--- src/rtl/core/hfdc_pkg.sv ---
// Shared constants and result type for the half-float delta codec.
`default_nettype none

package hfdc_pkg;

	localparam int unsigned SINGLE_W = 32;
	localparam int unsigned HALF_W   = 16;

	localparam logic [HALF_W-1:0]   HALF_ZERO     = 16'h0000;
	localparam logic [HALF_W-1:0]   HALF_MAX      = 16'hffff;
	localparam logic [HALF_W-1:0]   DELTA_POS_MAX = 16'h7fff;
	localparam logic [HALF_W-1:0]   DELTA_NEG_MAX = 16'h8000;
	localparam logic [4:0]          HALF_EXP_MAX  = 5'h1f;
	localparam logic [7:0]          SINGLE_EXP_MAX = 8'hff;
	localparam logic [7:0]          EXP_FLUSH     = 8'd112;
	localparam logic [7:0]          EXP_OVERFLOW  = 8'd143;
	localparam logic [7:0]          EXP_REBIAS    = 8'd112;

	typedef struct packed {
		logic [HALF_W-1:0]   half_word;
		logic [HALF_W-1:0]   delta_out;
		logic [SINGLE_W-1:0] float_out;
		logic                clipped;
	} result_t;

endpackage

`default_nettype wire

--- src/rtl/core/hfdc_sample_if.sv ---
// Input channel interface: valid/ready plus one input item.
`default_nettype none

interface hfdc_sample_if;
	logic        valid;
	logic        ready;
	logic [31:0] float_word;
	logic [15:0] delta_word;
	logic        first_item;

	modport source (output valid, output float_word, output delta_word, output first_item,
		input ready);
	modport sink (input valid, input float_word, input delta_word, input first_item,
		output ready);
endinterface

`default_nettype wire

--- src/rtl/core/hfdc_result_if.sv ---
// Output channel interface: valid/ready plus one result item.
`default_nettype none

interface hfdc_result_if;
	logic        valid;
	logic        ready;
	logic [15:0] half_word;
	logic [15:0] delta_out;
	logic [31:0] float_out;
	logic        clipped;

	modport source (output valid, output half_word, output delta_out, output float_out,
		output clipped, input ready);
	modport sink (input valid, input half_word, input delta_out, input float_out,
		input clipped, output ready);
endinterface

`default_nettype wire

--- src/rtl/core/hfdc_encoder.sv ---
// Encode path: float32 to truncated half, then saturated delta against the previous half.
`default_nettype none

module hfdc_encoder (
	input  logic [31:0]      float_word,
	input  logic             first_item,
	input  logic [15:0]      previous_half,
	output hfdc_pkg::result_t result
);
	import hfdc_pkg::*;

	logic             sign;
	logic [7:0]       bexp;
	logic [7:0]       rebased;
	logic [HALF_W-1:0] half;
	logic [HALF_W:0]  diff;

	assign sign    = float_word[31];
	assign bexp    = float_word[30:23];
	assign rebased = bexp - EXP_REBIAS;

	always_comb begin
		if (bexp <= EXP_FLUSH) begin
			half = {sign, 15'd0};
		end else if (bexp >= EXP_OVERFLOW) begin
			half = {sign, HALF_EXP_MAX, 10'd0};
		end else begin
			half = {sign, rebased[4:0], float_word[22:13]};
		end
	end

	// 17-bit signed difference; top two bits disagree on 16-bit overflow
	assign diff = {1'b0, half} - {1'b0, previous_half};

	always_comb begin
		result.half_word = half;
		result.float_out = '0;
		result.clipped   = 1'b0;
		if (first_item) begin
			result.delta_out = half;
		end else if (diff[HALF_W] != diff[HALF_W-1]) begin
			result.clipped   = 1'b1;
			result.delta_out = diff[HALF_W] ? DELTA_NEG_MAX : DELTA_POS_MAX;
		end else begin
			result.delta_out = diff[HALF_W-1:0];
		end
	end

endmodule

`default_nettype wire

--- src/rtl/core/hfdc_decoder.sv ---
// Decode path: clamped delta accumulation, then half to float32 expansion.
`default_nettype none

module hfdc_decoder (
	input  logic [15:0]      delta_word,
	input  logic             first_item,
	input  logic [15:0]      previous_half,
	output hfdc_pkg::result_t result
);
	import hfdc_pkg::*;

	logic [HALF_W+1:0] sum;
	logic [HALF_W-1:0] half;
	logic              clip;
	logic [4:0]        hexp;
	logic [9:0]        mant;
	logic [7:0]        sexp;

	assign sum = {2'b00, previous_half} + {{2{delta_word[HALF_W-1]}}, delta_word};

	always_comb begin
		clip = 1'b0;
		if (first_item) begin
			half = delta_word;
		end else if (sum[HALF_W+1]) begin
			half = HALF_ZERO;
			clip = 1'b1;
		end else if (sum[HALF_W]) begin
			half = HALF_MAX;
			clip = 1'b1;
		end else begin
			half = sum[HALF_W-1:0];
		end
	end

	assign hexp = half[14:10];
	assign mant = half[9:0];
	assign sexp = {3'b000, hexp} + EXP_REBIAS;

	always_comb begin
		result.half_word = half;
		result.delta_out = '0;
		result.clipped   = clip;
		if (hexp == 5'd0) begin
			// subnormal halves drop to positive zero
			result.float_out = (mant == 10'd0) ? {half[15], 31'd0} : '0;
		end else if (hexp == HALF_EXP_MAX) begin
			result.float_out = {half[15], SINGLE_EXP_MAX, mant, 13'd0};
		end else begin
			result.float_out = {half[15], sexp, mant, 13'd0};
		end
	end

endmodule

`default_nettype wire

--- src/rtl/core/half_float_delta_codec.sv ---
// Top level of the half-float delta codec: input register, codec paths, result register.
`default_nettype none

// Streaming float32/half delta codec. One item is taken per clock while results are not
// stalled, and one result is produced per item. A transfer on samples lands in the input
// register; from there the encode or decode path (chosen by the direction register) forms
// the result, which loads the result register when that register is free or draining.
// Sustained rate is one item per clock, set by the feedback loop of the previous-half
// register through the 18-bit decode add and clamp or the 17-bit encode subtract and
// saturation. The input register keeps accepting while a finished result waits, as long
// as that result leaves the same cycle; with results stalled, one item is held in the
// input register and one in the result register. Write direction (cfg_we/cfg_data, 0
// encode, 1 decode) only when no item is in flight. The previous half value is shared by
// both directions, starts at zero after reset, and carries across a change of direction.
module half_float_delta_codec (
	input  logic           clk,
	input  logic           arst_n,
	input  logic           cfg_we,
	input  logic           cfg_data,
	hfdc_sample_if.sink    samples,
	hfdc_result_if.source  results
);
	import hfdc_pkg::*;

	logic              direction_q;
	logic [HALF_W-1:0] previous_half_q;

	logic              valid_s1;
	logic [31:0]       float_word_s1;
	logic [15:0]       delta_word_s1;
	logic              first_item_s1;

	logic              valid_s2;
	result_t           result_s2;

	result_t           enc_result;
	result_t           dec_result;
	result_t           next_result;
	logic              advance;

	// advance the held item whenever the result register is free or draining
	assign advance       = valid_s1 && (!valid_s2 || results.ready);
	assign samples.ready = !valid_s1 || advance;

	always_ff @(posedge clk or negedge arst_n) begin
		if (!arst_n) begin
			direction_q <= 1'b0;
		end else if (cfg_we) begin
			direction_q <= cfg_data;
		end
	end

	always_ff @(posedge clk or negedge arst_n) begin
		if (!arst_n) begin
			valid_s1 <= 1'b0;
		end else if (samples.ready) begin
			valid_s1 <= samples.valid;
		end
	end

	// hold the payload until it advances
	always_ff @(posedge clk) begin
		if (samples.valid && samples.ready) begin
			float_word_s1 <= samples.float_word;
			delta_word_s1 <= samples.delta_word;
			first_item_s1 <= samples.first_item;
		end
	end

	hfdc_encoder u_encoder (
		.float_word    (float_word_s1),
		.first_item    (first_item_s1),
		.previous_half (previous_half_q),
		.result        (enc_result)
	);

	hfdc_decoder u_decoder (
		.delta_word    (delta_word_s1),
		.first_item    (first_item_s1),
		.previous_half (previous_half_q),
		.result        (dec_result)
	);

	assign next_result = direction_q ? dec_result : enc_result;

	always_ff @(posedge clk or negedge arst_n) begin
		if (!arst_n) begin
			previous_half_q <= '0;
		end else if (advance) begin
			previous_half_q <= next_result.half_word;
		end
	end

	always_ff @(posedge clk or negedge arst_n) begin
		if (!arst_n) begin
			valid_s2 <= 1'b0;
		end else if (!valid_s2 || results.ready) begin
			valid_s2 <= valid_s1;
		end
	end

	always_ff @(posedge clk) begin
		if (advance) begin
			result_s2 <= next_result;
		end
	end

	assign results.valid     = valid_s2;
	assign results.half_word = result_s2.half_word;
	assign results.delta_out = result_s2.delta_out;
	assign results.float_out = result_s2.float_out;
	assign results.clipped   = result_s2.clipped;

endmodule

`default_nettype wire

--- src/flat_wrapper.sv ---
// flat-port wrapper written by rule: the top's interface ports become plain ports
module half_float_delta_codec_flat import hfdc_pkg::*;
  (clk, arst_n, cfg_we, cfg_data, samples_valid, samples_float_word, samples_delta_word, samples_first_item, samples_ready, results_valid, results_half_word, results_delta_out, results_float_out, results_clipped, results_ready);
  hfdc_sample_if samples_i ();
  hfdc_result_if results_i ();
  input  logic clk;
  input  logic arst_n;
  input  logic cfg_we;
  input  logic cfg_data;
  input wire logic [$bits(samples_i.valid)-1:0] samples_valid;
  input wire logic [$bits(samples_i.float_word)-1:0] samples_float_word;
  input wire logic [$bits(samples_i.delta_word)-1:0] samples_delta_word;
  input wire logic [$bits(samples_i.first_item)-1:0] samples_first_item;
  output wire logic [$bits(samples_i.ready)-1:0] samples_ready;
  output wire logic [$bits(results_i.valid)-1:0] results_valid;
  output wire logic [$bits(results_i.half_word)-1:0] results_half_word;
  output wire logic [$bits(results_i.delta_out)-1:0] results_delta_out;
  output wire logic [$bits(results_i.float_out)-1:0] results_float_out;
  output wire logic [$bits(results_i.clipped)-1:0] results_clipped;
  input wire logic [$bits(results_i.ready)-1:0] results_ready;
  assign samples_i.valid = samples_valid;
  assign samples_i.float_word = samples_float_word;
  assign samples_i.delta_word = samples_delta_word;
  assign samples_i.first_item = samples_first_item;
  assign samples_ready = samples_i.ready;
  assign results_valid = results_i.valid;
  assign results_half_word = results_i.half_word;
  assign results_delta_out = results_i.delta_out;
  assign results_float_out = results_i.float_out;
  assign results_clipped = results_i.clipped;
  assign results_i.ready = results_ready;
  half_float_delta_codec u_core (.clk(clk), .arst_n(arst_n), .cfg_we(cfg_we), .cfg_data(cfg_data), .samples(samples_i), .results(results_i));
endmodule
--- config.mk ---
export PLATFORM = sky130hd
export DESIGN_NAME = half_float_delta_codec_flat
export DESIGN_NICKNAME = d
export VERILOG_FILES = /design/src/rtl/core/hfdc_pkg.sv /design/src/rtl/core/hfdc_sample_if.sv /design/src/rtl/core/hfdc_result_if.sv /design/src/rtl/core/hfdc_encoder.sv /design/src/rtl/core/hfdc_decoder.sv /design/src/rtl/core/half_float_delta_codec.sv /design/src/flat_wrapper.sv
export SDC_FILE = /design/constraint.sdc
export NUM_CORES = 1
export LEC_CHECK = 0
export ABC_AREA = 0
export BUFFER_PORTS_ARGS = -buffer_cell sky130_fd_sc_hd__buf_2
export CAP_MARGIN = 15
export CORE_MARGIN = 4
export CORE_UTILIZATION = 50
export DETAILED_ROUTE_END_ITERATION = 16
export GPL_ROUTABILITY_DRIVEN = 0
export GPL_TIMING_DRIVEN = 1
export PLACE_DENSITY = 0.73
export RECOVER_POWER = 25
export SKIP_LAST_GASP = 1
export SLEW_MARGIN = 15
export SYNTH_ARGS = -nofsm -noshare
export SYNTH_HDL_FRONTEND = slang
export SYNTH_SLANG_ARGS = --single-unit
--- constraint.sdc ---
create_clock -name clk -period 9.8 [get_ports clk]
set_input_delay 0.49 -clock clk [delete_from_list [all_inputs] [get_ports clk]]
set_output_delay 0.49 -clock clk [all_outputs]
set_load 0.03 [all_outputs]
# After elaboration in Yosys (flattened, before gate mapping)

Index checks and enable logic that the tools add are counted.
W data, S select, Z words.

Add/subtract/negate cells: 4
$lt $le $gt $ge: 2
Equality and inequality tests: 2
Muxes and demuxes: 17
Reductions and logical operators: 8

Operators by type and width:

| operator              | count |
|---|---|
| $mux W16              | 6 |
| $mux W65              | 1 |
| $mux W32              | 2 |
| $mux W31              | 1 |
| $mux W15              | 2 |
| $add A17 B16 Y18      | 1 |
| $sub A16 B16 Y17      | 1 |
| $logic_not A10 Y1     | 1 |
| $add A5 B7 Y8 const B | 1 |
| $ge A8 B8 Y1 const B  | 1 |
| $le A8 B7 Y1 const B  | 1 |
| $eq A5 B5 Y1 const B  | 1 |
| $logic_not A5 Y1      | 1 |
| $mux W1               | 5 |
| $sub A5 B5 Y5 const B | 1 |
| $logic_and A1 B1 Y1   | 2 |
| $logic_not A1 Y1      | 2 |
| $logic_or A1 B1 Y1    | 2 |
| $ne A1 B1 Y1          | 1 |

Bits in registers: 133
Input port bits: 55
Output and inout bits: 67
Word-level logic and storage cells: 44

# Longest topological paths before layout

Gate-level depths: netlist of run 1.

Depth in word-level cells: 8
Depth in mapped cells: 18
Gate-level depth less buffers: 15

# Modules after synthesis

Synthesis of run 1 repeated with hierarchy kept, for this count alone.

Cell total of the unflattened synthesis: 725
Area total of the unflattened synthesis: 8,473.1 µm²

By module, submodules not included:

| module                 | instances | cells an instance | area an instance (µm²) | seq. area each (µm²) |
|---|---|---|---|---|
| half_float_delta_codec | 1         | 230               | 4,992.3                | 3,898.7 |
| hfdc_decoder           | 1         | 262               | 1,899.3                | 0.0 |
| hfdc_encoder           | 1         | 233               | 1,581.5                | 0.0 |

# Worst setup path before layout of run 1

Ideal clock, no wire load.

Path type: reg2reg
From: register u_core.float_word_s1[23]
To: register u_core.result_s2 (netlist bit u_core.results.delta_out[14]) (data pin)
Setup time: 254 ps
Arrival: 3,855 ps
Required time: 9,546 ps
Slack: 5,690 ps
Stages on the path, launching flop included: 16
Buffers on the path: 2
Period minus slack after synthesis: 4,110 ps
Path through: edfxtp_1 > or4_1 > a41o_1 > nor2b_1 > clkbuf_1 > and2_1 > ha_1 > o21a_1 > o31a_1 > o211ai_1 > a21oi_1 > o31ai_1 > o21ai_1 > clkbuf_1 > maj3_1 > o21a_1

Longest elaborated chain between the ends: 7
Elaborated cells on any way between the ends: 10
Those cells by class: 2 x add/sub; 2 x order compare; 1 x eq/ne; 5 x mux

Ends and longest elaborated chain:

| what                                          | line                                   | text |
|---|---|---|
| start, declared                               | half_float_delta_codec.sv:29           | `logic [31:0] float_word_s1;` |
| start signal, assigned                        | half_float_delta_codec.sv:64           | `float_word_s1 <= samples.float_word;` |
| $ge A8 B8 Y1 or $sub A5 B5 Y5 (tied branches) | hfdc_encoder.sv:25, hfdc_encoder.sv:20 |  |
| $mux W15                                      | hfdc_encoder.sv:25                     | `end else if (bexp >= EXP_OVERFLOW) begin` |
| $mux W15 *                                    | hfdc_encoder.sv:23                     | `if (bexp <= EXP_FLUSH) begin` |
| $sub A16 B16 Y17                              | hfdc_encoder.sv:33                     | `assign diff = {1'b0, half} - {1'b0, previous_half};` |
| $mux W16 or $ne A1 B1 Y1 (tied branches)      | hfdc_encoder.sv:43, hfdc_encoder.sv:41 |  |
| $mux W16                                      | hfdc_encoder.sv:41                     | `end else if (diff[HALF_W] != diff[HALF_W-1]) begin` |
| $mux W16 *                                    | hfdc_encoder.sv:39                     | `if (first_item) begin` |
| end signal, assigned                          | half_float_delta_codec.sv:104          | `result_s2 <= next_result;` |
| end, declared                                 | half_float_delta_codec.sv:34           | `result_t result_s2;` |

Every way passes the cells marked *; elsewhere a longest branch is shown, timed or not.
A chain may end at the register's enable or synchronous reset.

# Worst setup path after layout of run 1

From: register u_core.float_word_s1[23]
To: register u_core.result_s2 (netlist bit u_core.results.delta_out[13]) (data pin)

Same word-level chain as after synthesis.

==> results of run 1 <==
-- cells by family after synthesis --
family,count (synthesis)
muxes,15
DFF,105
adders and majority gates,37
xor gates and xnor gates,23
and+or+nand+nor,160
buffers and inverters,69
other,1
AOI/OAI and AO/OA,181
-- Yosys cell counts (10+ instances only) --
library cell,number
sky130_fd_sc_hd__a211oi_1,16
sky130_fd_sc_hd__mux2_2,13
sky130_fd_sc_hd__dfrtp_1,19
sky130_fd_sc_hd__a21oi_1,56
sky130_fd_sc_hd__inv_1,25
sky130_fd_sc_hd__and2_1,13
sky130_fd_sc_hd__nor2_2,10
sky130_fd_sc_hd__nor2_1,44
sky130_fd_sc_hd__nand2b_1,11
sky130_fd_sc_hd__edfxtp_1,86
sky130_fd_sc_hd__xnor2_1,15
sky130_fd_sc_hd__nor3_1,10
sky130_fd_sc_hd__o21ai_0,25
sky130_fd_sc_hd__o21ai_1,10
sky130_fd_sc_hd__ha_1,33
sky130_fd_sc_hd__buf_4,15
sky130_fd_sc_hd__a21o_1,17
sky130_fd_sc_hd__nand2_1,31
sky130_fd_sc_hd__clkbuf_1,24
-- layout make-up --
| class | instances | area (um2) |
|---|---|---|
| multi-input combinational | 429 | 2950 |
| inverter | 25 | 93.8 |
| timing repair buffer | 100 | 500 |
| tap | 168 | 210 |
| fill | 1022 | 5070 |
| clock inverter | 5 | 28.8 |
| sequential | 105 | 3060 |
| clock buffer | 11 | 253 |
-- flip-flops by register name (all words and copies together) (netlist names) --
register,flops
u_core.delta_word_s1,16
u_core.direction_q,1
u_core.first_item_s1,1
u_core.float_word_s1,19
u_core.previous_half_q,16
u_core.results.clipped,1
u_core.results.delta_out,16
u_core.results.float_out,17
u_core.results.half_word,16
u_core.results.valid,1
u_core.valid_s1,1
-- power breakdown --
group	switching [mW]	internal, mW
clock network	0.158	0.185
registers	0.0337	0.561
logic	0.469	0.278
-- worst max path at each step --
stage | from | endpoint | slack, ns
floorplan | u_core.float_word_s1[23] | u_core.results.delta_out[14] | 5.69
global placement | u_core.float_word_s1[23] | u_core.results.delta_out[14] | 5.25
detailed placement | u_core.float_word_s1[23] | u_core.results.delta_out[13] | 5.11
CTS | u_core.float_word_s1[23] | u_core.results.delta_out[13] | 5.10
global route | u_core.float_word_s1[23] | u_core.results.delta_out[13] | 4.73
finish | u_core.float_word_s1[23] | u_core.results.delta_out[13] | 5.05
-- through the flow --
step	hold WS [ns]	area [um2]	cells	utilization	total power, mW
after floorplan	0.194	6340	603	-	1.20
after global placement	0.451	6820	827	0.561	1.32
after detailed placement	0.466	6820	827	0.561	1.34
after CTS	0.0908	7100	843	0.584	1.69
after global routing	0.297	7090	843	0.583	1.80
final	0.311	7090	843	0.583	1.68
-- metal layers --
| layer | routed length, um | GRT usage |
|---|---|---|
| met5 | 0 | 0 |
| met2 | 6910 | 0.336 |
| met4 | 448 | 0.0800 |
| met3 | 691 | 0.0421 |
| met1 | 6180 | 0.260 |
-- worst register-to-register path: cells and delay by family, from the launching register on --
family | cells | cell delay [ns]
fa+ha+maj | 2 | 0.70
buf+inv | 1 | 0.24
flops | 1 | 0.41
compound gates | 7 | 1.88
simple gates | 4 | 1.25
==> results.rst, run 1 <==
.. list-table::
   :header-rows: 1

   * - Metric
     - Value
   * - Pre-antenna DRT Iters
     - 4
   * - Die area
     - 14500 um2
   * - Highest achievable clock rate
     - 211 MHz
   * - Count of final hold-check violations
     - 0
   * - Setup Slack @ Placement
     - 5.11 ns
   * - TritonCTS clock tree
     - done
   * - Crit share post-route
     - 0.484
   * - Endpoint type of the worst setup path
     - flop
   * - Number of violations reported at the end of detailed-routing iteration 0
     - 293
   * - HPWL reported at the end of detailed placement
     - 10.2 mm
   * - Largest family of logic cells by synthesized area
     - compound AO/OA/AOI/OAI gates
   * - Cell types occupying the most area after synthesis
     - sky130_fd_sc_hd__edfxtp_1 (41%), sky130_fd_sc_hd__dfrtp_1 (7.5%), sky130_fd_sc_hd__ha_1 (6.6%)
   * - Final setup violating endpoints
     - 0
   * - Number of synthesized register bits
     - 105
   * - Worst r2r dst
     - u_core.results.delta_out[13]
   * - Total via count after detailed routing
     - 4790
   * - Share of synthesized flip-flops with an asynchronous set or reset
     - 0.181
   * - Number of buffers added for setup after CTS
     - 0
   * - Part of the Yosys area used for sequential elements
     - 0.485
   * - Die Wd
     - 120 um
   * - Final critical delay including setup and external delays
     - 4.75 ns
   * - Post-synth design cell area
     - 6300 um2
   * - HP Class
     - in -> reg
   * - Vertical extent of the die
     - 120 um
   * - Signed area change from the synthesized netlist to the final layout
     - 12.6%
   * - Clock latency at the later pin of the worst-skew pair
     - 0.35 ns
   * - Share of Yosys cell area claimed by the top area cell type
     - 0.410
   * - Count of final max-slew check failures
     - 0
   * - Ordered list of cells on the worst path
     - or4_1 > a41o_1 > nor2b_1 > and2_1 > ha_1 > nor2b_1 > o31a_1 > o211ai_1 > a21oi_1 > o31ai_1 > o21ai_1 > buf_4 > maj3_1 > o21ba_1
   * - Reg2reg start
     - u_core.float_word_s1[23]
   * - Slew of the pin with the lowest slew margin
     - 1.13 ns
   * - Initial antenna violation count
     - 0
   * - Final setup margin
     - 5.05 ns
   * - Number of synthesized flops with an enable pin
     - 86
   * - Area of the core
     - 12200 um2
   * - RSZ-0062 raised after global routing
     - no
   * - Post-synthesis share of cell area spent on and, or, nand and nor gates
     - 0.129
   * - Post-cts sizing count
     - 0
   * - Xor-xnor portion of the synthesized cell area
     - 0.0320
   * - Layout Nets
     - 760
   * - Synth Flop Type
     - sky130_fd_sc_hd__edfxtp_1
   * - Number of DRC violations after detailed routing
     - 0
   * - Leading cell type in the layout, fill and taps excluded
     - sky130_fd_sc_hd__edfxtp_1
   * - Clk buf depth
     - 2
   * - Startpoint types
     - flop
   * - Number of max-cap violations
     - 0
   * - Multiplexer fraction of the synthesized cell area
     - 0.0264
   * - Cell depth of the worst hold path
     - 1
   * - Number of top-level pins
     - 122
   * - Vias in the first global route
     - 4721
   * - Maximum resistive drop on vdd
     - 0.000159 V
   * - Final routed wire length divided by cell count
     - 16.9 um
   * - Quantity of I/O buffers inserted on ports
     - 95
   * - Setup tns final
     - 0 ns
   * - Slowest library cell on the worst path
     - sky130_fd_sc_hd__o31ai_1
   * - H-tree depth reported by CTS
     - 3
   * - Most used cells in the layout excluding fill and tap cells
     - sky130_fd_sc_hd__edfxtp_1 (86), sky130_fd_sc_hd__buf_2 (85), sky130_fd_sc_hd__a21oi_1 (56), sky130_fd_sc_hd__nor2_1 (44), sky130_fd_sc_hd__ha_1 (33)
   * - Largest area contributor in the synthesized netlist
     - sky130_fd_sc_hd__edfxtp_1
   * - Post-detailed-routing wire length
     - 14.2 mm
   * - Total gr overflow
     - 0
   * - Num rows
     - 40
   * - Reg-to-reg setup timing slack
     - 5.05 ns
   * - Compound-gate portion of the synthesized area
     - 0.198
   * - Via/cell ratio
     - 5.68
   * - Antenna diode instance count
     - 0
   * - Critical Path Fanout Max
     - 29
   * - Number of distinct library cells after synthesis
     - 68
   * - Hold Path Origin
     - samples_float_word[13]
   * - WP data required
     - 9.90 ns
   * - Share of post-route cells with drive strength above 1
     - 0.221
   * - Synth Warn #
     - 0
   * - Global-route wire length before repair
     - 23.3 mm
   * - Effective utilization at floorplan
     - 0.518
   * - Hold-fix buffers, CTS
     - 0
   * - Global routing usage summed across all routing layers
     - 0.202
   * - Run status
     - finished, final reports clean
   * - Relative max-transition margin
     - 0.249
   * - Adder-cell share of the synthesized area
     - 0.0751
   * - CTS Buf Count
     - 9
   * - Clock Skews
     - 0.00945 ns
   * - Cell seen most often among critical-path stages
     - sky130_fd_sc_hd__nor2b_1
   * - Terminating pin of the worst hold path
     - u_core.float_word_s1[13]
   * - Biggest cell delay along the critical path
     - 0.61 ns
   * - Buffers & Inverters on Critical Path
     - 1
   * - Worst r2r path cells
     - 14
   * - Power Dens Cells
     - 238 nW/um2
   * - Routed Antenna Nets
     - 0
   * - Data arrival at the endpoint of the critical path
     - 4.85 ns
   * - Master cell of the clock root buffer
     - sky130_fd_sc_hd__clkbuf_16
   * - Worst setup path category
     - reg -> reg
   * - Number of clock sinks seen by CTS
     - 105
   * - Static leakage
     - 2.92 nW
   * - Cell depth of the worst setup path
     - 14
   * - Largest net degree at the start of global routing
     - 71
   * - Number of instances in the synthesized netlist
     - 591
   * - Clock slew seen by the registers of the worst setup and hold paths
     - 0.07 ns
   * - Average cell area after synthesis
     - 10.7 um2
   * - Delay-heaviest family, CP
     - compound AO/OA/AOI/OAI gates
Power figures use the tool's default switching activity.
==> run 2: changes to the inputs <==
ABC_AREA = 1   (was 0)
clock period = 5 ns   (was 9.8 ns; I/O delays follow)
==> results.rst, run 2 <==
.. list-table::
   :header-rows: 1

   * - Metric
     - Value
   * - WP data required
     - 5.09 ns
   * - Effective utilization at floorplan
     - 0.521
   * - Minimum hold slack
     - 0.0645 ns
   * - Area of the core
     - 12200 um2
   * - Largest net degree at the start of global routing
     - 51
   * - Share of post-route cells with drive strength above 1
     - 0.201
   * - Hold Path Origin
     - samples_float_word[21]
   * - Part of the Yosys area used for sequential elements
     - 0.481
   * - HP Class
     - in -> reg
   * - Total non-filler cell area in the finished layout
     - 7200 um2
   * - Most flops, register
     - u_core.float_word_s1
   * - TritonCTS clock tree
     - done
   * - Count of final hold-check violations
     - 0
   * - Final critical delay including setup and external delays
     - 3.96 ns
   * - Layout Nets
     - 899
   * - Largest area contributor in the synthesized netlist
     - sky130_fd_sc_hd__edfxtp_1
   * - Number of max-cap violations
     - 0
   * - Count of final max-slew check failures
     - 0
   * - Number of clock sinks seen by CTS
     - 105
   * - End-of-flow core utilization
     - 0.590
   * - Pre-antenna DRT Iters
     - 5
   * - CTS Buf Count
     - 9
   * - Slew of the pin with the lowest slew margin
     - 1.12 ns
   * - Static leakage
     - 3.40 nW
   * - Vertical extent of the die
     - 121 um
   * - Relative max-transition margin
     - 0.253
   * - Synth Flop Type
     - sky130_fd_sc_hd__edfxtp_1
   * - Number of synthesized flops with an enable pin
     - 86
   * - Cell with the most instances after synthesis
     - sky130_fd_sc_hd__nand2_1
   * - Setup tns final
     - 0 ns
   * - Worst r2r path cells
     - 20
   * - Final routed wire length divided by cell count
     - 14.8 um
   * - Reg-to-reg setup timing slack
     - 1.04 ns
   * - DP Area
     - 6930 um2
   * - Crit share post-route
     - 0.791
   * - Most common library cells after synthesis
     - sky130_fd_sc_hd__nand2_1 (195), sky130_fd_sc_hd__edfxtp_1 (86), sky130_fd_sc_hd__inv_1 (79)
   * - Critical Path Fanout Max
     - 12
   * - Number of instances in the synthesized netlist
     - 719
   * - Number of DRC violations after detailed routing
     - 0
   * - Total gr overflow
     - 0
   * - Crit path from
     - u_core.float_word_s1[23]
   * - Number of top-level pins
     - 122
   * - Vias in the first global route
     - 4899
   * - Run status
     - finished, final reports clean
   * - Cell depth of the worst hold path
     - 1
   * - Startpoint types
     - flop
   * - Number of violations reported at the end of detailed-routing iteration 0
     - 439
   * - Maximum resistive drop on vdd
     - 0.000317 V
   * - Synth Warn #
     - 0
   * - Post-detailed-routing wire length
     - 14.6 mm
   * - Max FFs per register
     - 19
   * - Most used cells in the layout excluding fill and tap cells
     - sky130_fd_sc_hd__nand2_1 (195), sky130_fd_sc_hd__edfxtp_1 (86), sky130_fd_sc_hd__buf_2 (85), sky130_fd_sc_hd__inv_1 (78), sky130_fd_sc_hd__nor2_1 (48)
   * - End of the critical path
     - u_core.results.delta_out[12]
   * - Num rows
     - 40
   * - RSZ-0062 raised after global routing
     - no
   * - Data arrival at the endpoint of the critical path
     - 4.05 ns
   * - Global routing usage summed across all routing layers
     - 0.207
   * - Die area
     - 14600 um2
   * - Average cell area after synthesis
     - 8.85 um2
   * - Post-cts sizing count
     - 0
   * - Post-synth design cell area
     - 6360 um2
   * - Clk buf depth
     - 2
   * - Total via count after detailed routing
     - 5006
   * - Number of synthesized register bits
     - 105
   * - Routed Antenna Nets
     - 0
   * - Final setup violating endpoints
     - 0
   * - Clock slew seen by the registers of the worst setup and hold paths
     - 0.07 ns
   * - HPWL reported at the end of detailed placement
     - 11.0 mm
   * - Via/cell ratio
     - 5.10
   * - Clock latency at the later pin of the worst-skew pair
     - 0.35 ns
   * - Endpoint type of the worst setup path
     - flop
   * - Worst setup path category
     - reg -> reg
   * - Highest achievable clock rate
     - 253 MHz
   * - Leading cell type in the layout, fill and taps excluded
     - sky130_fd_sc_hd__nand2_1
   * - Share of Yosys cell area claimed by the top area cell type
     - 0.406
   * - Power Dens Cells
     - 472 nW/um2
   * - H-tree depth reported by CTS
     - 3
   * - Signed area change from the synthesized netlist to the final layout
     - 13.3%
   * - Antenna diode instance count
     - 0
   * - Reg2reg start
     - u_core.float_word_s1[23]
   * - Clock Skews
     - 0.00921 ns
   * - Quantity of I/O buffers inserted on ports
     - 95
   * - Die Wd
     - 121 um
   * - Initial antenna violation count
     - 0
   * - Worst r2r dst
     - u_core.results.delta_out[12]
   * - Number of distinct library cells after synthesis
     - 45
   * - Share of synthesized flip-flops with an asynchronous set or reset
     - 0.181
   * - Master cell of the clock root buffer
     - sky130_fd_sc_hd__clkbuf_16
   * - Cell types occupying the most area after synthesis
     - sky130_fd_sc_hd__edfxtp_1 (41%), sky130_fd_sc_hd__nand2_1 (12%), sky130_fd_sc_hd__dfrtp_1 (7.5%)
   * - Global-route wire length before repair
     - 23.7 mm
==> run 2: cells by family (layout without fill, tap and decap cells) <==
| family | count (synthesis) | in the layout | synth area share |
|---|---|---|---|
| DFF | 105 | 105 | 0.481 |
| buffers and inverters | 122 | 205 | 0.0828 |
| other | 1 | 13 | 0.000590 |
| adders and majority gates | 35 | 35 | 0.0712 |
| and+or+nand+nor | 320 | 320 | 0.229 |
| AOI/OAI and AO/OA | 117 | 117 | 0.110 |
| xor gates and xnor gates | 19 | 19 | 0.0262 |
==> run 2: how the worst min path moves through the flow <==
stage	endpoint
4_1_cts	u_core.delta_word_s1[6]
5_1_grt	u_core.float_word_s1[14]
3_5_place_dp	u_core.results.valid
2_1_floorplan	u_core.direction_q
6_report	u_core.float_word_s1[21]
3_3_place_gp	u_core.previous_half_q[3]
==> run 2: layer usage <==
metal / share of wire / vias to the layer above / global-route usage
met5: 0 / - / 0
met4: 0.021 / 0 / 0.0637
met3: 0.065 / 24 / 0.0514
met2: 0.46 / 181 / 0.337
met1: 0.45 / 2286 / 0.275
li1: - / 2515 / -
==> run 2: what timing repair did <==
action | in CTS | in global routing
endpoints found under the hold margin | 19 | 0
setup buffers | 0 | 0
hold buffers | 1 | 0
==> run 2: worst max-delay path: stages, from the launching register on <==
cell and delay (ns):
sky130_fd_sc_hd__edfxtp_1 0.32, sky130_fd_sc_hd__inv_1 0.06, sky130_fd_sc_hd__nor4_1 0.29, sky130_fd_sc_hd__inv_1 0.09, sky130_fd_sc_hd__a31oi_2 0.40, sky130_fd_sc_hd__inv_1 0.23, sky130_fd_sc_hd__nand3_1 0.18, sky130_fd_sc_hd__ha_1 0.21
sky130_fd_sc_hd__fa_1 0.22, sky130_fd_sc_hd__nand3b_1 0.11, sky130_fd_sc_hd__nand2_1 0.09, sky130_fd_sc_hd__a21oi_1 0.28, sky130_fd_sc_hd__o21ai_2 0.11, sky130_fd_sc_hd__nand2_1 0.12, sky130_fd_sc_hd__o21ai_2 0.10, sky130_fd_sc_hd__nand2_1 0.07
sky130_fd_sc_hd__nand2_1 0.08, sky130_fd_sc_hd__nand2_1 0.17, sky130_fd_sc_hd__nand2_1 0.10, sky130_fd_sc_hd__inv_1 0.34, sky130_fd_sc_hd__a21oi_1 0.13
==> run 2: report_power, final <==
group	total (mW)	switching [mW]	internal (mW)	leakage, nW
clock	0.668	0.328	0.340	0.125
sequential	1.20	0.0780	1.13	1.08
combinational	1.53	1.04	0.490	2.19
total	3.40	1.45	1.96	3.40
==> run 2: area by class of cell <==
type | instances | area, um2
fill | 1073 | 5010
inverter | 90 | 345
tap | 168 | 210
clock inverter | 6 | 45.0
timing repair buffer | 99 | 495
clock buffer | 10 | 229
multi-input combinational | 504 | 2820
sequential | 105 | 3060
==> run 2: through the flow <==
stage | power [mW] | cells | setup WS [ns]
detailed placement | 2.74 | 965 | 1.14
global route | 3.64 | 982 | 0.671
CTS | 3.42 | 982 | 1.11
floorplan | 2.41 | 731 | 1.91
global placement | 2.70 | 965 | 1.30
finish | 3.40 | 982 | 1.04
